### config.mk
export PLATFORM = sky130hd
export DESIGN_NAME = ordered_timer_queue
export DESIGN_NICKNAME = d
export VERILOG_FILES = /design/src/design/otq_pkg.sv /design/src/design/otq_datapath.sv /design/src/design/otq_ctrl.sv /design/src/design/ordered_timer_queue.sv
export SDC_FILE = /design/constraint.sdc
export NUM_CORES = 2
export LEC_CHECK = 0
export BUFFER_PORTS_ARGS = -buffer_cell sky130_fd_sc_hd__buf_2
export CAP_MARGIN = 20
export CORE_UTILIZATION = 40
export DETAILED_ROUTE_END_ITERATION = 10
export GPL_TIMING_DRIVEN = 0
export PLACE_DENSITY_LB_ADDON = 0.1
export SYNTH_ARGS = -nofsm -noshare
export SYNTH_HDL_FRONTEND = slang
export SYNTH_SLANG_ARGS = --single-unit
### constraint.sdc
create_clock -name clk -period 8.9 [get_ports clk]
set_clock_uncertainty 0.05 [all_clocks]
set_input_delay 0.445 -clock clk [delete_from_list [all_inputs] [get_ports clk]]
set_output_delay 0.445 -clock clk [all_outputs]
set_load 0.03 [all_outputs]
### src/design/otq_pkg.sv
// Shared types and codes for the ordered timer queue.
package otq_pkg;

	localparam logic [1:0] REQ_ADD    = 2'd0;
	localparam logic [1:0] REQ_CANCEL = 2'd1;
	localparam logic [1:0] REQ_TICK   = 2'd2;

	localparam logic [1:0] RES_ADD     = 2'd0;
	localparam logic [1:0] RES_CANCEL  = 2'd1;
	localparam logic [1:0] RES_EXPIRED = 2'd2;
	localparam logic [1:0] RES_NONE    = 2'd3;

	localparam int MAX_OUT = 16;
	localparam logic [62:0] TIME_MAX = {63{1'b1}};

	typedef struct packed {
		logic [1:0]  req_type;
		logic [3:0]  timer_slot;
		logic [31:0] timer_seq;
		logic [62:0] expiry_time;
		logic [47:0] repeat_interval;
		logic [62:0] now_time;
	} otq_req_t;

	typedef struct packed {
		logic [1:0]  result_kind;
		logic [3:0]  handle_slot;
		logic [31:0] handle_seq;
		logic        earliest_changed;
		logic        found;
		logic        table_full;
		logic        next_valid;
		logic [62:0] next_expiry;
		logic        last;
	} otq_res_t;

	// controller -> datapath
	typedef struct packed {
		logic load;       // capture request
		logic scan_clr;   // start a scan pass
		logic scan_step;  // examine one slot
		logic do_add;
		logic do_cancel;
		logic emit_pick;  // take picked timer, emit word
		logic emit_plain; // emit add/cancel/none word
		logic emit_last;  // last flag of emitted word
	} otq_cmd_t;

	// datapath -> controller
	typedef struct packed {
		logic scan_done;
		logic pick_ok;
		logic [1:0] req_type;
		logic any_v;        // an armed timer was seen in the last pass
		logic [62:0] any_e; // earliest expiry seen in the last pass
	} otq_sts_t;

endpackage

### src/design/otq_datapath.sv
// Timer store, slot scanner and result register.
module otq_datapath #(
	parameter int NUM_TIMERS = 16
) (
	input  logic              clk,
	input  logic              arst_n,
	input  otq_pkg::otq_req_t req,
	input  otq_pkg::otq_cmd_t cmd,
	output otq_pkg::otq_sts_t sts,
	output logic              res_strobe,
	output otq_pkg::otq_res_t res
);
	import otq_pkg::*;

	localparam int IW = (NUM_TIMERS > 1) ? $clog2(NUM_TIMERS) : 1;
	localparam int CW = $clog2(NUM_TIMERS + 1);

	logic [NUM_TIMERS-1:0] valid_q, taken_q;
	logic [62:0] exp_q [NUM_TIMERS];
	logic [47:0] ivl_q [NUM_TIMERS];
	logic [31:0] seq_q [NUM_TIMERS];
	logic [31:0] next_seq_q;
	otq_req_t    r_q;
	logic [CW-1:0] idx_q;
	logic [IW-1:0] idx;
	// scan results
	logic          pick_v_q, any_v_q, free_v_q;
	logic [IW-1:0] pick_q, free_q;
	logic [62:0]   pick_e_q, any_e_q;
	logic [4:0]    n_out_q;

	logic [62:0] e_i;
	logic        v_i;
	logic        cand;
	logic        slot_hit;
	logic [IW-1:0] cslot;
	logic        cancel_hit;
	logic [63:0] rearm;
	logic [62:0] rearm_sat;
	otq_res_t    word_d;

	assign idx  = idx_q[IW-1:0];
	assign e_i  = exp_q[idx];
	assign v_i  = valid_q[idx];
	assign cand = v_i && !taken_q[idx] && (e_i <= r_q.now_time)
		&& (n_out_q < 5'(MAX_OUT));
	assign slot_hit = (NUM_TIMERS >= 16) || (32'(r_q.timer_slot) < 32'(NUM_TIMERS));
	assign cslot = IW'(r_q.timer_slot);
	assign cancel_hit = slot_hit && valid_q[cslot] && (seq_q[cslot] == r_q.timer_seq);
	assign rearm = {1'b0, r_q.now_time} + {16'd0, ivl_q[pick_q]};
	assign rearm_sat = rearm[63] ? TIME_MAX : rearm[62:0];

	assign sts.scan_done = (idx_q == CW'(NUM_TIMERS));
	assign sts.pick_ok   = pick_v_q;
	assign sts.req_type  = r_q.req_type;
	assign sts.any_v     = any_v_q;
	assign sts.any_e     = any_e_q;

	// result word for the current emit command
	always_comb begin
		word_d = '0;
		word_d.last = cmd.emit_last;
		if (cmd.emit_pick) begin
			word_d.result_kind = RES_EXPIRED;
			word_d.handle_slot = 4'(pick_q);
			word_d.handle_seq  = seq_q[pick_q];
		end else if (r_q.req_type == REQ_ADD) begin
			word_d.result_kind = RES_ADD;
			word_d.table_full  = !free_v_q;
			if (free_v_q) begin
				word_d.handle_slot      = 4'(free_q);
				word_d.handle_seq       = next_seq_q;
				word_d.earliest_changed = !any_v_q || r_q.expiry_time < any_e_q;
			end
		end else if (r_q.req_type == REQ_CANCEL) begin
			word_d.result_kind = RES_CANCEL;
			word_d.found       = cancel_hit;
		end else begin
			word_d.result_kind = RES_NONE;
		end
		if (cmd.emit_last && r_q.req_type == REQ_TICK) begin
			word_d.next_valid  = any_v_q;
			word_d.next_expiry = any_v_q ? any_e_q : '0;
		end
	end

	always_ff @(posedge clk or negedge arst_n) begin
		if (!arst_n) begin
			valid_q    <= '0;
			next_seq_q <= '0;
			res_strobe <= 1'b0;
			taken_q    <= '0;
			n_out_q    <= '0;
		end else begin
			res_strobe <= cmd.emit_pick || cmd.emit_plain;
			if (cmd.load) begin
				taken_q <= '0;
				n_out_q <= '0;
			end
			if (cmd.do_add && free_v_q) begin
				valid_q[free_q] <= 1'b1;
				next_seq_q      <= next_seq_q + 32'd1;
			end
			if (cmd.do_cancel && cancel_hit)
				valid_q[cslot] <= 1'b0;
			if (cmd.emit_pick) begin
				taken_q[pick_q] <= 1'b1;
				n_out_q <= n_out_q + 5'd1;
				if (ivl_q[pick_q] == '0) valid_q[pick_q] <= 1'b0;
			end
		end
	end

	always_ff @(posedge clk) begin
		if (cmd.load) r_q <= req;
		if (cmd.do_add && free_v_q) begin
			exp_q[free_q] <= r_q.expiry_time;
			ivl_q[free_q] <= r_q.repeat_interval;
			seq_q[free_q] <= next_seq_q;
		end
		if (cmd.emit_pick && ivl_q[pick_q] != '0) exp_q[pick_q] <= rearm_sat;
		if (cmd.scan_clr) begin
			idx_q    <= '0;
			pick_v_q <= 1'b0;
			any_v_q  <= 1'b0;
			free_v_q <= 1'b0;
		end else if (cmd.scan_step) begin
			idx_q <= idx_q + CW'(1);
			if (cand && (!pick_v_q || e_i < pick_e_q)) begin
				pick_v_q <= 1'b1;
				pick_q   <= idx;
				pick_e_q <= e_i;
			end
			if (v_i && (!any_v_q || e_i < any_e_q)) begin
				any_v_q <= 1'b1;
				any_e_q <= e_i;
			end
			if (!v_i && !free_v_q) begin
				free_v_q <= 1'b1;
				free_q   <= idx;
			end
		end
		if (cmd.emit_pick || cmd.emit_plain)
			res <= word_d;
	end
endmodule

### src/design/otq_ctrl.sv
// Sequencer for add, cancel and tick requests.
module otq_ctrl (
	input  logic              clk,
	input  logic              arst_n,
	input  logic              start,
	input  logic [1:0]        req_type,
	input  otq_pkg::otq_sts_t sts,
	output logic              busy,
	output otq_pkg::otq_cmd_t cmd
);
	import otq_pkg::*;

	localparam logic [2:0] ST_IDLE = 3'd0;
	localparam logic [2:0] ST_SCAN = 3'd1; // find pick/free/earliest
	localparam logic [2:0] ST_DEC  = 3'd2; // act on scan
	localparam logic [2:0] ST_FIN  = 3'd3; // unused; the final earliest scan for tick runs in ST_SCAN
	localparam logic [2:0] ST_SEND = 3'd4; // unused; the top level emits the held pick as last word

	logic [2:0] st_q, st_d;
	logic       held_q, held_d; // a picked timer waits to be emitted

	assign busy = (st_q != ST_IDLE);

	always_comb begin
		cmd    = '0;
		st_d   = st_q;
		held_d = held_q;
		case (st_q)
			ST_IDLE: begin
				if (start && req_type inside {REQ_ADD, REQ_CANCEL, REQ_TICK}) begin
					cmd.load     = 1'b1;
					cmd.scan_clr = 1'b1;
					held_d = 1'b0;
					st_d   = ST_SCAN;
				end
			end
			ST_SCAN: begin
				if (sts.scan_done) st_d = ST_DEC;
				else cmd.scan_step = 1'b1;
			end
			ST_DEC: begin
				if (sts.req_type == REQ_ADD) begin
					cmd.emit_plain = 1'b1;
					cmd.emit_last  = 1'b1;
					cmd.do_add     = 1'b1;
					st_d = ST_IDLE;
				end else if (sts.req_type == REQ_CANCEL) begin
					cmd.emit_plain = 1'b1;
					cmd.emit_last  = 1'b1;
					cmd.do_cancel  = 1'b1;
					st_d = ST_IDLE;
				end else if (sts.pick_ok) begin
					// take pick and look for the next; state is updated now
					cmd.emit_pick = 1'b1;
					cmd.scan_clr  = 1'b1;
					held_d = 1'b1;
					st_d   = ST_SCAN;
				end else if (held_q) begin
					st_d = ST_IDLE;
				end else begin
					cmd.emit_plain = 1'b1;
					cmd.emit_last  = 1'b1;
					st_d = ST_IDLE;
				end
			end
			default: st_d = ST_IDLE;
		endcase
	end

	always_ff @(posedge clk or negedge arst_n) begin
		if (!arst_n) begin
			st_q   <= ST_IDLE;
			held_q <= 1'b0;
		end else begin
			st_q   <= st_d;
			held_q <= held_d;
		end
	end
endmodule

### src/design/ordered_timer_queue.sv
// Top level of the ordered timer queue.
//
// Channel  Dir  Handshake            Word
// request  in   start & !busy        otq_req_t
// result   out  strobe, one cycle    otq_res_t
//
// Add and cancel run a single slot scan pass; one slot is examined per cycle.
// A tick runs one scan pass per expired timer and then a final pass; each pass
// of the slot scan finds the next timer in expiry order and the final pass
// gives the earliest remaining expiry.
// Reset clears all valid marks and the sequence counter at once.
// The receiver cannot stall; each word is shown for one cycle only.
// Expired words leave one scan pass apart; the last one carries the next expiry.
module ordered_timer_queue #(
	parameter int NUM_TIMERS = 16
) (
	input  logic              clk,
	input  logic              arst_n,
	input  logic              start,
	output logic              busy,
	input  otq_pkg::otq_req_t req,
	output logic              strobe,
	output otq_pkg::otq_res_t res
);
	import otq_pkg::*;

	otq_cmd_t cmd;
	otq_sts_t sts;
	otq_res_t dp_res;
	logic     dp_strobe;
	logic     hold_v_q;   // previous expired word waiting for its successor
	otq_res_t hold_q;
	otq_res_t fin_w;      // held word closed out as the last of the tick
	logic     tick_done;

	otq_ctrl u_ctrl (
		.clk(clk), .arst_n(arst_n), .start(start), .req_type(req.req_type),
		.sts(sts), .busy(busy), .cmd(cmd)
	);

	otq_datapath #(.NUM_TIMERS(NUM_TIMERS)) u_dp (
		.clk(clk), .arst_n(arst_n), .req(req), .cmd(cmd), .sts(sts),
		.res_strobe(dp_strobe), .res(dp_res)
	);

	// Expired words are held one pass so the last can carry the next expiry,
	// known only after the final scan.
	assign tick_done = (sts.req_type == REQ_TICK) && sts.scan_done && !sts.pick_ok
		&& !cmd.scan_step && busy && !cmd.load && hold_v_q && !dp_strobe;

	always_comb begin
		fin_w             = hold_q;
		fin_w.last        = 1'b1;
		fin_w.next_valid  = sts.any_v;
		fin_w.next_expiry = sts.any_v ? sts.any_e : '0;
	end

	always_ff @(posedge clk or negedge arst_n) begin
		if (!arst_n) begin
			hold_v_q <= 1'b0;
			strobe   <= 1'b0;
		end else begin
			strobe <= 1'b0;
			if (dp_strobe && dp_res.result_kind == RES_EXPIRED) begin
				if (hold_v_q) strobe <= 1'b1;
				hold_v_q <= 1'b1;
			end else if (dp_strobe) begin
				strobe <= 1'b1;
			end else if (tick_done) begin
				strobe   <= 1'b1;
				hold_v_q <= 1'b0;
			end
		end
	end

	always_ff @(posedge clk) begin
		if (dp_strobe && dp_res.result_kind == RES_EXPIRED) begin
			hold_q <= dp_res;
			res    <= hold_q;
		end else if (dp_strobe) begin
			res <= dp_res;
		end else if (tick_done) begin
			res <= fin_w;
		end
	end
endmodule

==> flow_summary_export.csv <==
group,metric,value,unit
synthesis,synthDominantCellAreaShare,69.64,%
pwr,pwr-share-comb,23.9,%
setup_path,crit_path_max_incr_delay,1.04,ns
die,die_x,566.1,um
synthesis,synth.yosys.seq_area_share,71.43,%
final_layout,area_delta_synth_final,19.85,%
synthesis,yosys-top-cells-area,"edfxtp_1 (70%), mux4_2 (15%), ha_1 (3.0%)",
setup_path,worstSetupEndpointType,"flip-flop",
route,dr.pass1.iters,6,
die,die_h,566.1,um
route,drtIter0Drc,7872,
die,top_level_ports,323,
pwr,p_leak,0.05116,uW
global_routing,grt_first_pass_wirelength,574.6,mm
sta,hold-worst-slack,0.1755,ns
setup_path,worstRegToRegCells,18,
place,place_ws,-0.7080,ns
setup_path,path_delay_family,"compound AO/OA/AOI/OAI gates",
synthesis,synth_cells,6599,
clock_tree,cts_root_buf,"clkbuf_16",
setup_path,worstPathRequired,9.37,ns
pwr,power.total,39630,uW
global_routing,grt_usage,25.69,%
global_routing,overflow,0,
place,gp_congestion,0.9085,
sta,finalSetupViolations,0,
synthesis,syn_area_per_cell,19.29,sq um
setup_path,critPathMaxFanout,16,
synthesis,syn-num-nets,7116,
pwr,pwr-share-seq,41.6,%
clock_tree,cts_tree,"built",
pwr,swShare,30.21,%
global_routing,grt_start_max_net_pins,95,
die,core,0.3157,sq mm
synthesis,synth_seq_cells,3047,
sta,period_minus_slack,8.645,ns
clock_tree,cts_buffers,332,
synthesis,syn-cell-area,0.1273,sq mm
sta,tightestPinTransition,1.187,ns
clock_tree,clk_pin_slew,0.06,ns
run_status,status,"finished, final reports clean",
synthesis,synthArstFlopShare,2.461,%
sta,max_freq,0.1157,GHz
route,drt-total-wl,415.6,mm
sta,period_share,97.14,%
die,start_util,40.32,%
sta,slew_headroom,20.24,%
final_layout,layout.area.seq,0.09092,sq mm
setup_path,crit_buf_inv,5,
final_layout,drive_gt1_share,26.11,%
setup_path,worstPathArrival,9.11,ns
die,dieArea,0.3205,sq mm
clock_tree,clock_path_buffers,4,
pwr,p_sw,11970,uW
synthesis,ys_types,77,
global_routing,antenna_found_initial,16,
route,drc,0,
final_layout,stdcell_area,0.1526,sq mm
route,ant_nets,0,
place,placed_cell_area,0.1394,sq mm
synthesis,synth_ff_type,"edfxtp_1",
setup_path,cp_slowest_cell,"o311ai_0",
setup_path,critical_path_class,"flip-flop to flip-flop",
clock_tree,cts.sinks,3047,
sta,rsz0062_at_grt,"no",
final_layout,final_net_count,8264,
job,max_cap_viol_count,0,
hold_path,min_path_cells,2,
synthesis,yosys.area.top_type,"edfxtp_1",
sta,slew_viol_final,0,
hold_path,hold_path_class,"input pin to flip-flop",
clock_tree,h-tree-depth,5,
global_routing,grt_pass1_vias,71970,
pwr,max-vdd-ir-drop,0.1743,mV
place,dp_hpwl,295.9,mm
final_layout,fillers,26070,
setup_path,cp_num_cells,18,
setup_path,cp-start-kind,"flip-flop",
synthesis,synth_edf_count,2952,
route,avgViaCountPerCell,5.857,
sta,setup_ws,0.2550,ns
clock_tree,cts_setup_buffers,0,
pwr,p_clk_share,34.5,%
route,wire_per_inst,34.08,um
setup_path,rrSetupSlack,0.25,ns
route,vias,71410,
clock_tree,clkLatencyLatePin,0.92,ns
sta,hold_violations,0,
pwr,powerDensity,259.7,mW/mm^2
synthesis,ys_warn_count,0,
final_layout,multiInputGateArea,0.03469,sq mm
die,rows,206,
sta,tns,0,ns
pwr,p_int,27660,uW
setup_path,cp_cell_sequence,"clkbuf_1 > buf_1 > clkbuf_1 > mux4_2 > mux2i_1 > mux2i_1 > ha_1 > o211ai_1 > o21ai_0 > o311ai_0 > nand2_1 > a2111oi_1 > o21bai_2 > nand2_1 > and2_1 > buf_2 > buf_6 > a31oi_2",
place,portBuffers,322,
## power by group through the flow
| stage | Combinational [uW] | Clock (uW) | Sequential (uW) |
|---|---|---|---|
| finish | 9470 | 13700 | 16500 |
| CTS | 9490 | 13900 | 16500 |
| floorplan | 5420 | 0 | 16600 |
| global route | 10000 | 14400 | 16500 |
| detailed placement | 9370 | 0 | 16800 |
| global placement | 9020 | 0 | 16900 |
## what timing repair did
action / 4_1_cts / 5_1_grt
gates resized for setup: 10 / 7
endpoints found under the setup margin: 974 / 208
hold buffers: 215 / 0
hold endpoints to repair: 291 / 0
## worst paths after layout
check / startpoint / endpoint
setup / recovery: flip-flop / u_dp.exp_q[12][54]$_DFFE_PP_
hold / removal: req[181] / u_dp.r_q[181]$_DFFE_PP_
setup reg to reg: flip-flop / u_dp.exp_q[12][54]$_DFFE_PP_
hold reg to reg: u_dp.res[96]$_DFFE_PP_ / fin_w[96]$_DFFE_PP_
max in group asynchronous: arst_n / u_dp.taken_q[10]$_DFF_PN0_
min in group asynchronous: arst_n / strobe$_DFF_PN0_
## cell usage after synthesis, types with 8 or more instances
master,instances
a2111oi_0,8
a211oi_1,26
a21o_1,104
a21oi_1,250
a22o_1,45
a31oi_1,20
and2_1,10
and3_1,21
buf_1,71
buf_2,36
clkbuf_1,207
dfrtp_1,75
dfxtp_1,20
edfxtp_1,2952
ha_1,301
inv_1,220
mux2_2,49
mux2i_1,96
mux4_2,847
nand2_1,230
nand2b_1,21
nand3_1,48
nand4_1,77
nor2_1,161
nor2b_1,34
nor3_1,106
nor4_1,85
o211ai_1,17
o21ai_0,175
o21bai_1,11
o22ai_1,32
o31ai_1,8
or3_1,16
xnor2_1,73
xor2_1,45
## kinds of logic after synthesis
logic type                 synth area share (%)
muxes                                     16.17
buffers and inverters                     1.688
DFF                                       71.43
AOI/OAI and AO/OA                         3.708
adders and majority gates                 2.974
and+or+nand+nor                           3.218
xor gates and xnor gates                 0.8119
## state kept, by name (all words and copies together), names as in the netlist, 4 cells and up, named ones only
register and cells:
u_dp.valid_q 16, u_dp.ivl_q 768, u_dp.exp_q 1008, u_dp.seq_q 512, u_dp.taken_q 16, u_dp.any_e_q 63, u_dp.pick_e_q 63, u_dp.res 106
fin_w 41, res 106, hold_q 65, u_dp.cslot 4, u_dp.r_q 206, u_dp.pick_q 4, u_dp.next_seq_q 32, u_dp.free_q 4
u_dp.n_out_q 5, u_dp.idx_q 5
## cell usage in the layout (no fill, tap or decap), drive strengths merged, types with 106 or more instances in the layout
master	Yosys	layout
mux4	847	847
nand2	230	230
edfxtp	2952	2952
clkbuf	208	643
nor3	106	106
dlygate4sd3	0	214
nor2	162	162
a21oi	250	250
o21ai	176	176
inv	221	233
buf	116	716
clkinv	1	127
ha	301	301
## per-layer routing
| layer | global-route usage (%) | vias to the layer above | part of all wire [%] |
|---|---|---|---|
| li1 | - | 29610 | - |
| met1 | 34.26 | 38200 | 41 |
| met2 | 42.50 | 2942 | 49 |
| met3 | 3.583 | 644 | 6.3 |
| met4 | 10.48 | 6 | 4.6 |
| met5 | 0 | - | 0.0079 |
## through the flow
step / instances / util, %
after floorplan: 6599 / -
final: 12190 / 48.32
after detailed placement: 11340 / 44.16
after global routing: 12190 / 48.31
after CTS: 12160 / 48.24
after global placement: 11080 / 42.48
## layout make-up
type,count,share of cell area [%]
Clock buffer,435,5.799
Clock inverter,175,1.198
Multi-Input combinational cell,3006,22.74
Inverter,222,0.5511
Tap cell,4160,3.412
Sequential cell,3047,59.60
Timing Repair Buffer,815,5.811
Buffer,323,0.8775
Antenna cell,9,0.01476
Note: power is estimated with default switching activity, not from simulation.
